===== config.mk =====
export PLATFORM = sky130hd
export DESIGN_NAME = exp_taylor_partial_sum
export DESIGN_NICKNAME = d
export VERILOG_FILES = /design/src/rtl/core/etps_pkg.sv /design/src/rtl/core/etps_ctrl.sv /design/src/rtl/core/etps_dp.sv /design/src/rtl/core/exp_taylor_partial_sum.sv
export SDC_FILE = /design/constraint.sdc
export NUM_CORES = 2
export LEC_CHECK = 0
export BUFFER_PORTS_ARGS = -buffer_cell sky130_fd_sc_hd__buf_2
export CELL_PAD_IN_SITES_DETAIL_PLACEMENT = 1
export CELL_PAD_IN_SITES_GLOBAL_PLACEMENT = 1
export CORE_ASPECT_RATIO = 1.75
export CORE_MARGIN = 3
export CORE_UTILIZATION = 25
export CTS_CLUSTER_DIAMETER = 60
export DETAILED_ROUTE_END_ITERATION = 10
export PLACE_DENSITY = 0.49
export SYNTH_ARGS = -nofsm -noshare
export SYNTH_HDL_FRONTEND = slang
export SYNTH_SLANG_ARGS = --single-unit

===== constraint.sdc =====
create_clock -name clk -period 30.9 [get_ports clk]
set_clock_uncertainty 0.05 [all_clocks]
set_input_delay 4.635 -clock clk [delete_from_list [all_inputs] [get_ports clk]]
set_output_delay 4.635 -clock clk [all_outputs]
set_load 0.01 [all_outputs]

===== src/rtl/core/etps_pkg.sv =====
`timescale 1ns / 1ps
// ----------------------------------------------------------------------------
// etps_pkg: shared constants and types for the exp Taylor partial sum block
// Holds the fixed-point constants, field widths and the command struct that
// the controller sends to the datapath.
// ----------------------------------------------------------------------------
package etps_pkg;

  localparam int MAX_TERMS_DEF = 128;

  localparam int X_W    = 32;
  localparam int TERM_W = 7;
  localparam int SUM_W  = 64;

  // The divider retires this many quotient bits per cycle.
  localparam int RADIX_BITS = 8;
  localparam int DIV_CYCLES = SUM_W / RADIX_BITS;

  localparam logic [SUM_W-1:0] ONE_Q40     = 64'h0000_0100_0000_0000;
  localparam logic [SUM_W-1:0] POS_LIMIT   = 64'h7FFF_FFFF_FFFF_FFFF;
  localparam logic [SUM_W-1:0] NEG_LIMIT   = 64'h8000_0000_0000_0000;
  localparam logic [SUM_W-1:0] ADD_ONE_MAX = POS_LIMIT - ONE_Q40;
  localparam logic [SUM_W-1:0] ROUND_Q28   = 64'h0000_0000_0800_0000;

  typedef struct packed {
    logic load;
    logic mul_lo;
    logic mul_hi;
    logic comb;
    logic div;
    logic rnd;
    logic upd;
    logic add_one;
    logic out_zero;
    logic out_sum;
  } etps_cmd_t;

endpackage


===== src/rtl/core/etps_ctrl.sv =====
`timescale 1ns / 1ps
// ----------------------------------------------------------------------------
// etps_ctrl: sequencer for the exp Taylor partial sum
// Walks the Horner phase from the highest term down, then the scaling phase
// by x/i, and steps the datapath through multiply, divide and update.
// ----------------------------------------------------------------------------
module etps_ctrl #(
  parameter int MAX_TERMS = etps_pkg::MAX_TERMS_DEF
) (
  input  logic                            clk,
  input  logic                            rst,
  input  logic                            start,
  input  logic [etps_pkg::TERM_W-1:0]     first_term,
  input  logic [etps_pkg::TERM_W-1:0]     last_term,
  output logic                            busy,
  output etps_pkg::etps_cmd_t             cmd,
  output logic [$clog2(MAX_TERMS)-1:0]    divisor
);
  import etps_pkg::*;

  localparam int DW         = $clog2(MAX_TERMS);
  localparam int CW         = $clog2(MAX_TERMS + 1);
  localparam int TERM_LIMIT = MAX_TERMS - 1;
  localparam int DCW        = $clog2(DIV_CYCLES);

  localparam logic [2:0] S_IDLE   = 3'd0;
  localparam logic [2:0] S_SEL    = 3'd1;
  localparam logic [2:0] S_MUL_LO = 3'd2;
  localparam logic [2:0] S_MUL_HI = 3'd3;
  localparam logic [2:0] S_COMB   = 3'd4;
  localparam logic [2:0] S_DIV    = 3'd5;
  localparam logic [2:0] S_RND    = 3'd6;
  localparam logic [2:0] S_UPD    = 3'd7;

  logic [2:0]     state, state_next;
  logic [CW-1:0]  cnt, cnt_next;
  logic [CW-1:0]  first_c;
  logic [CW-1:0]  first_in, last_in;
  logic           scale, scale_next;
  logic [DCW-1:0] div_cnt, div_cnt_next;

  // Term indexes beyond the table range are clamped to the last index.
  assign first_in = (int'(first_term) > TERM_LIMIT) ? CW'(TERM_LIMIT) : CW'(first_term);
  assign last_in  = (int'(last_term) > TERM_LIMIT) ? CW'(TERM_LIMIT) : CW'(last_term);

  assign busy    = (state != S_IDLE);
  assign divisor = cnt[DW-1:0];

  always_comb begin
    state_next   = state;
    cnt_next     = cnt;
    scale_next   = scale;
    div_cnt_next = div_cnt;
    cmd          = '0;
    case (state)
      S_IDLE: begin
        if (start) begin
          cmd.load = 1'b1;
          if (last_in < first_in) begin
            cmd.out_zero = 1'b1;
          end else begin
            state_next = S_SEL;
            cnt_next   = last_in;
            scale_next = 1'b0;
          end
        end
      end
      S_SEL: begin
        if (!scale) begin
          if (cnt > first_c) begin
            state_next = S_MUL_LO;
          end else begin
            scale_next = 1'b1;
            cnt_next   = CW'(1);
          end
        end else begin
          if (cnt <= first_c) begin
            state_next = S_MUL_LO;
          end else begin
            cmd.out_sum = 1'b1;
            state_next  = S_IDLE;
          end
        end
      end
      S_MUL_LO: begin
        cmd.mul_lo = 1'b1;
        state_next = S_MUL_HI;
      end
      S_MUL_HI: begin
        cmd.mul_hi = 1'b1;
        state_next = S_COMB;
      end
      S_COMB: begin
        cmd.comb     = 1'b1;
        div_cnt_next = '0;
        state_next   = S_DIV;
      end
      S_DIV: begin
        cmd.div      = 1'b1;
        div_cnt_next = div_cnt + 1'b1;
        if (div_cnt == DCW'(DIV_CYCLES - 1)) begin
          state_next = S_RND;
        end
      end
      S_RND: begin
        cmd.rnd    = 1'b1;
        state_next = S_UPD;
      end
      S_UPD: begin
        cmd.upd     = 1'b1;
        cmd.add_one = !scale;
        cnt_next    = scale ? (cnt + 1'b1) : (cnt - 1'b1);
        state_next  = S_SEL;
      end
      default: begin
        state_next = S_IDLE;
      end
    endcase
  end

  always_ff @(posedge clk) begin
    if (rst) begin
      state   <= S_IDLE;
      cnt     <= '0;
      scale   <= 1'b0;
      div_cnt <= '0;
    end else begin
      state   <= state_next;
      cnt     <= cnt_next;
      scale   <= scale_next;
      div_cnt <= div_cnt_next;
    end
  end

  always_ff @(posedge clk) begin
    if (state == S_IDLE && start) begin
      first_c <= first_in;
    end
  end

endmodule


===== src/rtl/core/etps_dp.sv =====
`timescale 1ns / 1ps
// ----------------------------------------------------------------------------
// etps_dp: datapath for the exp Taylor partial sum
// One shared 32x32 multiplier, a radix-256 restoring divider by the term
// index, rounding, saturation and the add of 1.0 for the Horner step.
// ----------------------------------------------------------------------------
module etps_dp #(
  parameter int MAX_TERMS = etps_pkg::MAX_TERMS_DEF
) (
  input  logic                                clk,
  input  logic                                rst,
  input  etps_pkg::etps_cmd_t                 cmd,
  input  logic [$clog2(MAX_TERMS)-1:0]        divisor,
  input  logic signed [etps_pkg::X_W-1:0]     x_value,
  output logic                                done,
  output logic signed [etps_pkg::SUM_W-1:0]   partial_sum,
  output logic                                overflow
);
  import etps_pkg::*;

  localparam int DW  = $clog2(MAX_TERMS);
  localparam int PW  = 2 * X_W;
  localparam int FW  = PW + 4;
  localparam int RSH = 28;

  logic [X_W-1:0]   xmag;
  logic             xneg;
  logic [SUM_W-1:0] r;
  logic [SUM_W-1:0] rmag;
  logic             rneg;
  logic             sat;
  logic [PW-1:0]    prod_lo, prod_hi;
  logic [SUM_W-1:0] dvd;
  logic [DW-1:0]    rem;
  logic             neg;
  logic [SUM_W-1:0] tmag;

  logic [X_W-1:0]   mul_a;
  logic [PW-1:0]    mul_p;
  logic [PW-1:0]    lo_rounded;
  logic [FW-1:0]    full;
  logic             full_ovf;
  logic [DW:0]      trial;
  logic [DW-1:0]    rem_w;
  logic [SUM_W-1:0] dvd_w;
  logic             rnd_up;
  logic [SUM_W:0]   t_round;
  logic [SUM_W-1:0] limit;

  assign mul_a = cmd.mul_hi ? rmag[SUM_W-1:X_W] : rmag[X_W-1:0];
  assign mul_p = mul_a * xmag;

  // Product of magnitudes is hi * 2^32 + lo; after the rounding shift by 28
  // the high half lands four bits up.
  assign lo_rounded = prod_lo + ROUND_Q28;
  assign full = {prod_hi, 4'b0000} + {{(FW-PW+RSH){1'b0}}, lo_rounded[PW-1:RSH]};
  assign full_ovf = |full[FW-1:SUM_W];

  always_comb begin
    rem_w = rem;
    dvd_w = dvd;
    trial = '0;
    for (int j = 0; j < RADIX_BITS; j++) begin
      trial = {rem_w, dvd_w[SUM_W-1]};
      dvd_w = {dvd_w[SUM_W-2:0], 1'b0};
      if (trial >= {1'b0, divisor}) begin
        rem_w    = DW'(trial - {1'b0, divisor});
        dvd_w[0] = 1'b1;
      end else begin
        rem_w = trial[DW-1:0];
      end
    end
  end

  // Round half away from zero: bump when twice the remainder reaches the divisor.
  assign rnd_up  = ({rem, 1'b0} >= {1'b0, divisor});
  assign t_round = {1'b0, dvd} + {{SUM_W{1'b0}}, rnd_up};
  assign limit   = neg ? NEG_LIMIT : POS_LIMIT;

  always_ff @(posedge clk) begin
    rmag <= r[SUM_W-1] ? (~r + 1'b1) : r;
    rneg <= r[SUM_W-1];
    if (cmd.load) begin
      xmag <= x_value[X_W-1] ? (~$unsigned(x_value) + 1'b1) : $unsigned(x_value);
      xneg <= x_value[X_W-1];
      r    <= ONE_Q40;
      sat  <= 1'b0;
    end
    if (cmd.mul_lo) begin
      prod_lo <= mul_p;
    end
    if (cmd.mul_hi) begin
      prod_hi <= mul_p;
    end
    if (cmd.comb) begin
      dvd <= full_ovf ? '1 : full[SUM_W-1:0];
      rem <= '0;
      neg <= rneg ^ xneg;
      if (full_ovf) begin
        sat <= 1'b1;
      end
    end
    if (cmd.div) begin
      dvd <= dvd_w;
      rem <= rem_w;
    end
    if (cmd.rnd) begin
      if (t_round > {1'b0, limit}) begin
        tmag <= limit;
        sat  <= 1'b1;
      end else begin
        tmag <= t_round[SUM_W-1:0];
      end
    end
    if (cmd.upd) begin
      if (cmd.add_one) begin
        // Adding 1.0 to a non-positive value can never overflow.
        if (neg) begin
          r <= ONE_Q40 - tmag;
        end else if (tmag > ADD_ONE_MAX) begin
          r   <= POS_LIMIT;
          sat <= 1'b1;
        end else begin
          r <= tmag + ONE_Q40;
        end
      end else begin
        r <= neg ? (~tmag + 1'b1) : tmag;
      end
    end
    if (cmd.out_zero) begin
      partial_sum <= '0;
      overflow    <= 1'b0;
    end else if (cmd.out_sum) begin
      partial_sum <= $signed(r);
      overflow    <= sat;
    end
  end

  always_ff @(posedge clk) begin
    if (rst) begin
      done <= 1'b0;
    end else begin
      done <= cmd.out_zero | cmd.out_sum;
    end
  end

endmodule


===== src/rtl/core/exp_taylor_partial_sum.sv =====
`timescale 1ns / 1ps
// ----------------------------------------------------------------------------
// exp_taylor_partial_sum: fixed-point partial sum of the exponential series
// A request gives x (signed Q4.28) and a term range; the block returns the
// sum of x^k/k! over that range in signed Q24.40 with a saturation flag.
// ----------------------------------------------------------------------------
// Usage:
// A request is taken at a rising edge where start is high and busy is low.
// x_value, first_term and last_term are sampled at that edge only.
// The result shows on partial_sum and overflow for one cycle with done high.
// The receiver cannot hold a result off; it must take it in that cycle.
// Term indexes above MAX_TERMS-1 are clamped to MAX_TERMS-1.
// An empty range (last below first) gives done in the cycle after the request.
// Otherwise each term takes two passes of the shared 32x32 multiplier, a
// combine step, the radix-256 divider, rounding, update and step selection.
// Busy is low again in the cycle done is high, so the next request can be
// taken then.
// Synchronous reset returns the sequencer to idle and clears done.
// ----------------------------------------------------------------------------
module exp_taylor_partial_sum #(
  parameter int MAX_TERMS = etps_pkg::MAX_TERMS_DEF
) (
  input  logic                                clk,
  input  logic                                rst,
  input  logic                                start,
  output logic                                busy,
  input  logic signed [etps_pkg::X_W-1:0]     x_value,
  input  logic [etps_pkg::TERM_W-1:0]         first_term,
  input  logic [etps_pkg::TERM_W-1:0]         last_term,
  output logic                                done,
  output logic signed [etps_pkg::SUM_W-1:0]   partial_sum,
  output logic                                overflow
);
  import etps_pkg::*;

  etps_cmd_t                     cmd;
  logic [$clog2(MAX_TERMS)-1:0]  divisor;

  etps_ctrl #(
    .MAX_TERMS(MAX_TERMS)
  ) u_ctrl (
    .clk        (clk),
    .rst        (rst),
    .start      (start),
    .first_term (first_term),
    .last_term  (last_term),
    .busy       (busy),
    .cmd        (cmd),
    .divisor    (divisor)
  );

  etps_dp #(
    .MAX_TERMS(MAX_TERMS)
  ) u_dp (
    .clk         (clk),
    .rst         (rst),
    .cmd         (cmd),
    .divisor     (divisor),
    .x_value     (x_value),
    .done        (done),
    .partial_sum (partial_sum),
    .overflow    (overflow)
  );

`ifndef SYNTHESIS
  a_done_idle: assert property (@(posedge clk) disable iff (rst)
    done |-> !busy)
    else $error("result strobe while the sequencer is busy");

  a_div_nonzero: assert property (@(posedge clk) disable iff (rst)
    cmd.div |-> (divisor != '0))
    else $error("divider running with a zero term index");

  a_empty_range: assert property (@(posedge clk) disable iff (rst)
    (start && !busy && (last_term < first_term) && (int'(last_term) < MAX_TERMS - 1))
    |=> (done && (partial_sum == '0) && !overflow))
    else $error("empty range did not return zero in the next cycle");
`endif

endmodule

=== Word level (Yosys, flattened, before mapping) ===
Index checks and enable logic that the tools add are counted.

* Register bits: 515
* Bits of input ports: 49
* Word-level logic and storage cells: 162

* $add $sub $neg: 19
* Multiply operators: 1
* $lt $le $gt $ge: 14
* Equal/unequal tests: 14
* Multiplexer cells: 74
* Bitwise operators: 5
* Reductions and logical operators: 13

{| class="wikitable"
|+ Operators by type and width
! cell !! number
|-
| $mux W64 || 11
|-
| $add A64 B1 Y64 const B || 2
|-
| $not A64 Y64 || 2
|-
| $ge A8 B7 Y1 || 9
|-
| $mux W7 || 10
|-
| $add A68 B36 Y68 || 1
|-
| $add A64 B1 Y65 || 1
|-
| $gt A65 B64 Y1 || 1
|-
| $add A64 B28 Y64 const B || 1
|-
| $add A64 B41 Y64 const B || 1
|-
| $gt A64 B63 Y1 const B || 1
|-
| $mul A32 B32 Y64 || 1
|-
| $sub A41 B64 Y64 const A || 1
|-
| $mux W63 || 1
|-
| $sub A7 B7 Y7 || 8
|-
| $mux W8 || 5
|-
| $mux W1 || 34
|-
| $add A32 B1 Y32 const B || 1
|-
| $mux W32 || 1
|-
| $not A32 Y32 || 1
|-
| $mux W31 || 1
|-
| $pmux W3 S8 || 1
|-
| $pmux W8 S3 || 1
|-
| $eq A3 B3 Y1 const B || 5
|-
| 26 further kinds || 39
|}

=== Logic depth before layout (Yosys ltp) ===
* Depth after elaboration: 17
* Depth in mapped cells: 86

=== By module ===
From an unflattened synthesis, not the netlist that was laid out.

* Cell total of the unflattened synthesis: 6787
* Area, all modules: 63462.1 sq um

{| class="wikitable"
|+ By module, submodules not included
! module !! times used !! cells an instance !! area each (sq um)
|-
| etps_dp || 1 || 6574 || 61622.9
|-
| etps_ctrl || 1 || 213 || 1839.3
|}

=== Worst setup path after synthesis ===
No wires, ideal clock.

* Kind: reg-to-reg
* From: register u_ctrl.cnt[1]
* To: register u_dp.dvd[0] (data pin)
* Setup time: 0.270 ns
* Data arrival time: 16.190 ns
* Required time: 30.580 ns
* Slack: 14.390 ns
* Cell stages (with the launch flop): 79
* Path buffers: 6
* Path through: dfxtp_1 > inv_1 > fa_1 > nand3_1 > a31o_2 > and2_1 > buf_2 > mux2_2 > ha_1 > clkbuf_1 > a21oi_1 > nor2b_1 > o32ai_1 > o211ai_1 > clkbuf_1 > mux2_2 > ha_1 > and3_1 > (+43 left out) > o21ai_0 > a21o_1 > a211oi_2 > or2_2 > nand2_1 > ha_1 > nor2b_1 > o21ai_0 > nand2b_1 > a21o_1 > a21oi_1 > o21ai_0 > a21o_1 > a211oi_1 > mux2i_1 > buf_2 > nor2_1 > a21oi_1

* Cells in the longest elaborated chain, start to end: 17
* Elaborated cells on any way between the ends: 24

{| class="wikitable"
|+ Ends and longest elaborated chain
! element !! line !! text
|-
| start: declaration || etps_ctrl.sv:36 || <nowiki>logic [CW-1:0] cnt, cnt_next;</nowiki>
|-
| start signal: assignment || etps_ctrl.sv:129 || <nowiki>cnt <= cnt_next;</nowiki>
|-
| $sub A7 B7 Y7 / $ge A8 B7 Y1 (equally long branches) || etps_dp.sv:67, etps_dp.sv:66 ||
|-
| $mux W7 || etps_dp.sv:66 || <nowiki>if (trial >= {1'b0, divisor}) begin</nowiki>
|-
| $sub A7 B7 Y7 / $ge A8 B7 Y1 (equally long branches) || etps_dp.sv:67, etps_dp.sv:66 ||
|-
| $mux W7 || etps_dp.sv:66 ||
|-
| $sub A7 B7 Y7 / $ge A8 B7 Y1 (equally long branches) || etps_dp.sv:67, etps_dp.sv:66 ||
|-
| $mux W7 || etps_dp.sv:66 ||
|-
| $sub A7 B7 Y7 / $ge A8 B7 Y1 (equally long branches) || etps_dp.sv:67, etps_dp.sv:66 ||
|-
| $mux W7 || etps_dp.sv:66 ||
|-
| $sub A7 B7 Y7 / $ge A8 B7 Y1 (equally long branches) || etps_dp.sv:67, etps_dp.sv:66 ||
|-
| $mux W7 || etps_dp.sv:66 ||
|-
| $sub A7 B7 Y7 / $ge A8 B7 Y1 (equally long branches) || etps_dp.sv:67, etps_dp.sv:66 ||
|-
| $mux W7 || etps_dp.sv:66 ||
|-
| $ge A8 B7 Y1 / $sub A7 B7 Y7 (equally long branches) || etps_dp.sv:66, etps_dp.sv:67 ||
|-
| $mux W7 || etps_dp.sv:66 ||
|-
| $ge A8 B7 Y1 (*) || etps_dp.sv:66 ||
|-
| $mux W1 (*) || etps_dp.sv:66 ||
|-
| $mux W64 (*) || etps_dp.sv:103 || <nowiki>if (cmd.div) begin</nowiki>
|-
| end signal: assignment || etps_dp.sv:96 || <nowiki>dvd <= full_ovf ? '1 : full[SUM_W-1:0];</nowiki>
|-
| end signal: assignment || etps_dp.sv:104 || <nowiki>dvd <= dvd_w;</nowiki>
|-
| end: declaration || etps_dp.sv:33 || <nowiki>logic [SUM_W-1:0] dvd;</nowiki>
|}

Every way passes the cells marked *; elsewhere a longest branch is shown, timed or not.
A chain may end at the register's enable or synchronous reset.

=== Worst setup path after layout ===
* From: register u_ctrl.cnt[1]
* To: register u_dp.rem[2] (data pin)

* Cells in the longest elaborated chain, start to end: 17
* Elaborated cells on any way between the ends: 25

{| class="wikitable"
|+ Ends and longest elaborated chain
! element !! line !! text
|-
| $sub A7 B7 Y7 / $ge A8 B7 Y1 (equally long branches) || etps_dp.sv:67, etps_dp.sv:66 ||
|-
| $mux W7 || etps_dp.sv:66 ||
|-
| $sub A7 B7 Y7 / $ge A8 B7 Y1 (equally long branches) || etps_dp.sv:67, etps_dp.sv:66 ||
|-
| $mux W7 || etps_dp.sv:66 ||
|-
| $sub A7 B7 Y7 / $ge A8 B7 Y1 (equally long branches) || etps_dp.sv:67, etps_dp.sv:66 ||
|-
| $mux W7 || etps_dp.sv:66 ||
|-
| $sub A7 B7 Y7 / $ge A8 B7 Y1 (equally long branches) || etps_dp.sv:67, etps_dp.sv:66 ||
|-
| $mux W7 || etps_dp.sv:66 ||
|-
| $sub A7 B7 Y7 / $ge A8 B7 Y1 (equally long branches) || etps_dp.sv:67, etps_dp.sv:66 ||
|-
| $mux W7 || etps_dp.sv:66 ||
|-
| $sub A7 B7 Y7 / $ge A8 B7 Y1 (equally long branches) || etps_dp.sv:67, etps_dp.sv:66 ||
|-
| $mux W7 || etps_dp.sv:66 ||
|-
| $ge A8 B7 Y1 / $sub A7 B7 Y7 (equally long branches) || etps_dp.sv:66, etps_dp.sv:67 ||
|-
| $mux W7 || etps_dp.sv:66 ||
|-
| $sub A7 B7 Y7 / $ge A8 B7 Y1 (equally long branches) || etps_dp.sv:67, etps_dp.sv:66 ||
|-
| $mux W7 (*) || etps_dp.sv:66 ||
|-
| $mux W7 (*) || etps_dp.sv:103 ||
|-
| end signal: assignment || etps_dp.sv:105 || <nowiki>rem <= rem_w;</nowiki>
|-
| end: declaration || etps_dp.sv:34 || <nowiki>logic [DW-1:0] rem;</nowiki>
|}

Marked as above.

==> metrics.txt <==
area enclosed by the die boundary=258000 um^2; total instance count after detailed placement=10.0k; cell taking the most area after synthesis=sky130_fd_sc_hd__fa_1; maximum net fanout on the critical path=14; Seq/Total Area, Yosys=0.210; fraction of registers with async set or reset after synthesis=0; setup-violating endpoint count in the final report=0; clock buffer count from CTS=61; actual slew at the worst max-slew pin=1.07 ns; remaining max-slew budget at the tightest pin=0.285; Synth Flop Type=sky130_fd_sc_hd__edfxtp_1; max-slew violation count=0; Final Hold Fails=0; longest individual stage delay on the worst path=0.74 ns; global-route wire length before repair=353000 um; synthesis-to-finish area growth=10.3%; overall overflow remaining after global route=0; largest net degree at the start of global routing=91; library cells used by synthesis=82; total number of H-tree levels=2; clock latency reported for the late side of the worst-skew pair=0.72 ns; Reg clk slew, reported paths=0.06 ns; Resized Gates After CTS=0; IO buf count=115; area taken by flip-flops and latches=13200 um^2; detailed-route DRC error count=0; GPL Wtd Cong=0.844; run status=finished clean; Synth top area share=0.289; Final TNS setup=0 ns; number of buffers between clock root and the deepest sink=3; Startpoint Class=flop; Iteration-0 DRC Markers=1748; number of synthesized flops with an enable pin=341; total wirelength of the detailed-routed design=236000 um; MaxCap Viol Count=0; depth of the worst register-to-register path=74; Hold Path Cell Cnt=0; unrepaired setup endpoints after global routing=false; critical path start-end classification=reg2reg; number of global-route vias before repair=54.8k; row count=242; routed length per placed instance=23.2 um; total number of nets in the final design=8210; final period utilization=0.685; ranking of synthesized cells by area=sky130_fd_sc_hd__fa_1 (29%), sky130_fd_sc_hd__edfxtp_1 (16%), sky130_fd_sc_hd__ha_1 (8.9%); most frequent standard cell in the layout excluding fill and tap cells=sky130_fd_sc_hd__nand2_1; Data arrival, critical path=21.58 ns; Post-CTS Setup Repair Bufs=0; number of synthesis warnings=0; crit end category=flop; number of vias per cell=4.74; critical path data required time=31.31 ns; initial antenna violation count=5; Mapped Nets=8264; slowest cell on the critical path=sky130_fd_sc_hd__mux2i_1; Mapped Cells=6862; flop and latch count out of synthesis=488; global router's overall resource usage=0.183; Starting Density=0.252; share of cells above drive strength 1=0.0603; combined area of the multi-input logic cells=44400 um^2; hold buffer count at cts=0; length of the first detailed-routing pass in iterations=5; core region area=249000 um^2; I/O pin count=116; chip width=385 um; min cycle time layout=21.17 ns; mean instance size in the synthesized netlist=9.15 um^2; highest clock rate=0.0472 GHz; Routed Antenna Nets=0; CTS sink count=488; post-synth design cell area=62800 um^2; path category of the worst min-delay check=reg2reg; Filler Cell Count=28.8k; CP dominant cell by count=sky130_fd_sc_hd__o21ai_0; TritonCTS clock tree=yes; vias after detailed routing=48.1k; most used cells in the layout excluding fill and tap cells=sky130_fd_sc_hd__nand2_1 (1103), sky130_fd_sc_hd__inv_1 (1050), sky130_fd_sc_hd__fa_1 (906), sky130_fd_sc_hd__ha_1 (447), sky130_fd_sc_hd__nor2_1 (368); clock tree root driver cell=sky130_fd_sc_hd__clkbuf_16; final standard cell count with taps included and fillers excluded=10.2k; Detail Placement HPWL=186000 um; DIE HEIGHT=669 um
## flip-flops by register name (all words and copies together), names as in the netlist, 3 cells and up
signal            flops
u_ctrl.first_c        7
u_dp.partial_sum     64
u_dp.rmag            64
u_dp.tmag            64
u_dp.r               64
u_dp.dvd             64
u_ctrl.div_cnt        3
u_dp.prod_hi         64
u_dp.xmag            32
u_dp.rem              7
u_ctrl.state          3
u_dp.prod_lo         37
u_ctrl.cnt            8
## metrics by stage
stage	util	area, um^2	hold WS, ns	setup slack [ns]
finish	0.278	69200	0.415	9.73
global route	0.278	69200	0.430	8.05
CTS	0.278	69200	0.422	9.32
detailed placement	0.269	67100	0.404	9.46
global placement	0.269	67100	0.393	9.48
floorplan	-	62800	0.313	14.39
## metal layers
layer	vias up	global-route usage	part of all wire
met5	-	0	0
met4	0	0.0723	0.045
met3	331	0.0107	0.019
met2	663	0.370	0.57
met1	25200	0.194	0.37
li1	22000	-	-
## cell type report
type,count,area share
clock inverter,31,0.00575
timing repair buffer,234,0.0212
tap,3294,0.0595
multi-input combinational,4967,0.641
clock buffer,84,0.0246
antenna,4,0.000145
sequential,488,0.190
inverter,1056,0.0573
## cell usage after synthesis (144+ instances only)
cell,n
sky130_fd_sc_hd__xnor2_1,291
sky130_fd_sc_hd__nand2_1,1106
sky130_fd_sc_hd__a21oi_1,178
sky130_fd_sc_hd__clkbuf_1,338
sky130_fd_sc_hd__o21ai_0,144
sky130_fd_sc_hd__and2_1,251
sky130_fd_sc_hd__fa_1,906
sky130_fd_sc_hd__edfxtp_1,341
sky130_fd_sc_hd__dfxtp_1,147
sky130_fd_sc_hd__inv_1,1054
sky130_fd_sc_hd__nor2_1,371
sky130_fd_sc_hd__ha_1,447
## cells by family after synthesis
kind of cell / Yosys count / share of synthesized area
DFF: 488 / 0.210
adders and majority gates: 1353 / 0.378
muxes: 85 / 0.0138
buffers and inverters: 1407 / 0.0842
AOI/OAI and AO/OA: 854 / 0.0908
and+or+nand+nor: 2253 / 0.165
xor gates and xnor gates: 422 / 0.0588
## final timing paths
check        slack, ns            to     startpoint
max               9.73   u_dp.rem[2]  u_ctrl.cnt[1]
min reg2reg       0.42  u_dp.rmag[0]      u_dp.r[0]
min               0.42  u_dp.rmag[0]      u_dp.r[0]
max reg2reg       9.73   u_dp.rem[2]  u_ctrl.cnt[1]
## worst max-delay path: cells and delay by family (launching register included)
family          cells  cell delay, ns
flops               1            0.34
compound gates     36            8.89
fa+ha+maj           8            3.12
buf+inv             4            1.07
mux                 5            2.31
simple gates       21            5.14
Power is not shown: default switching activity piles up to over one toggle a cycle in this logic, so the estimate is an artifact.
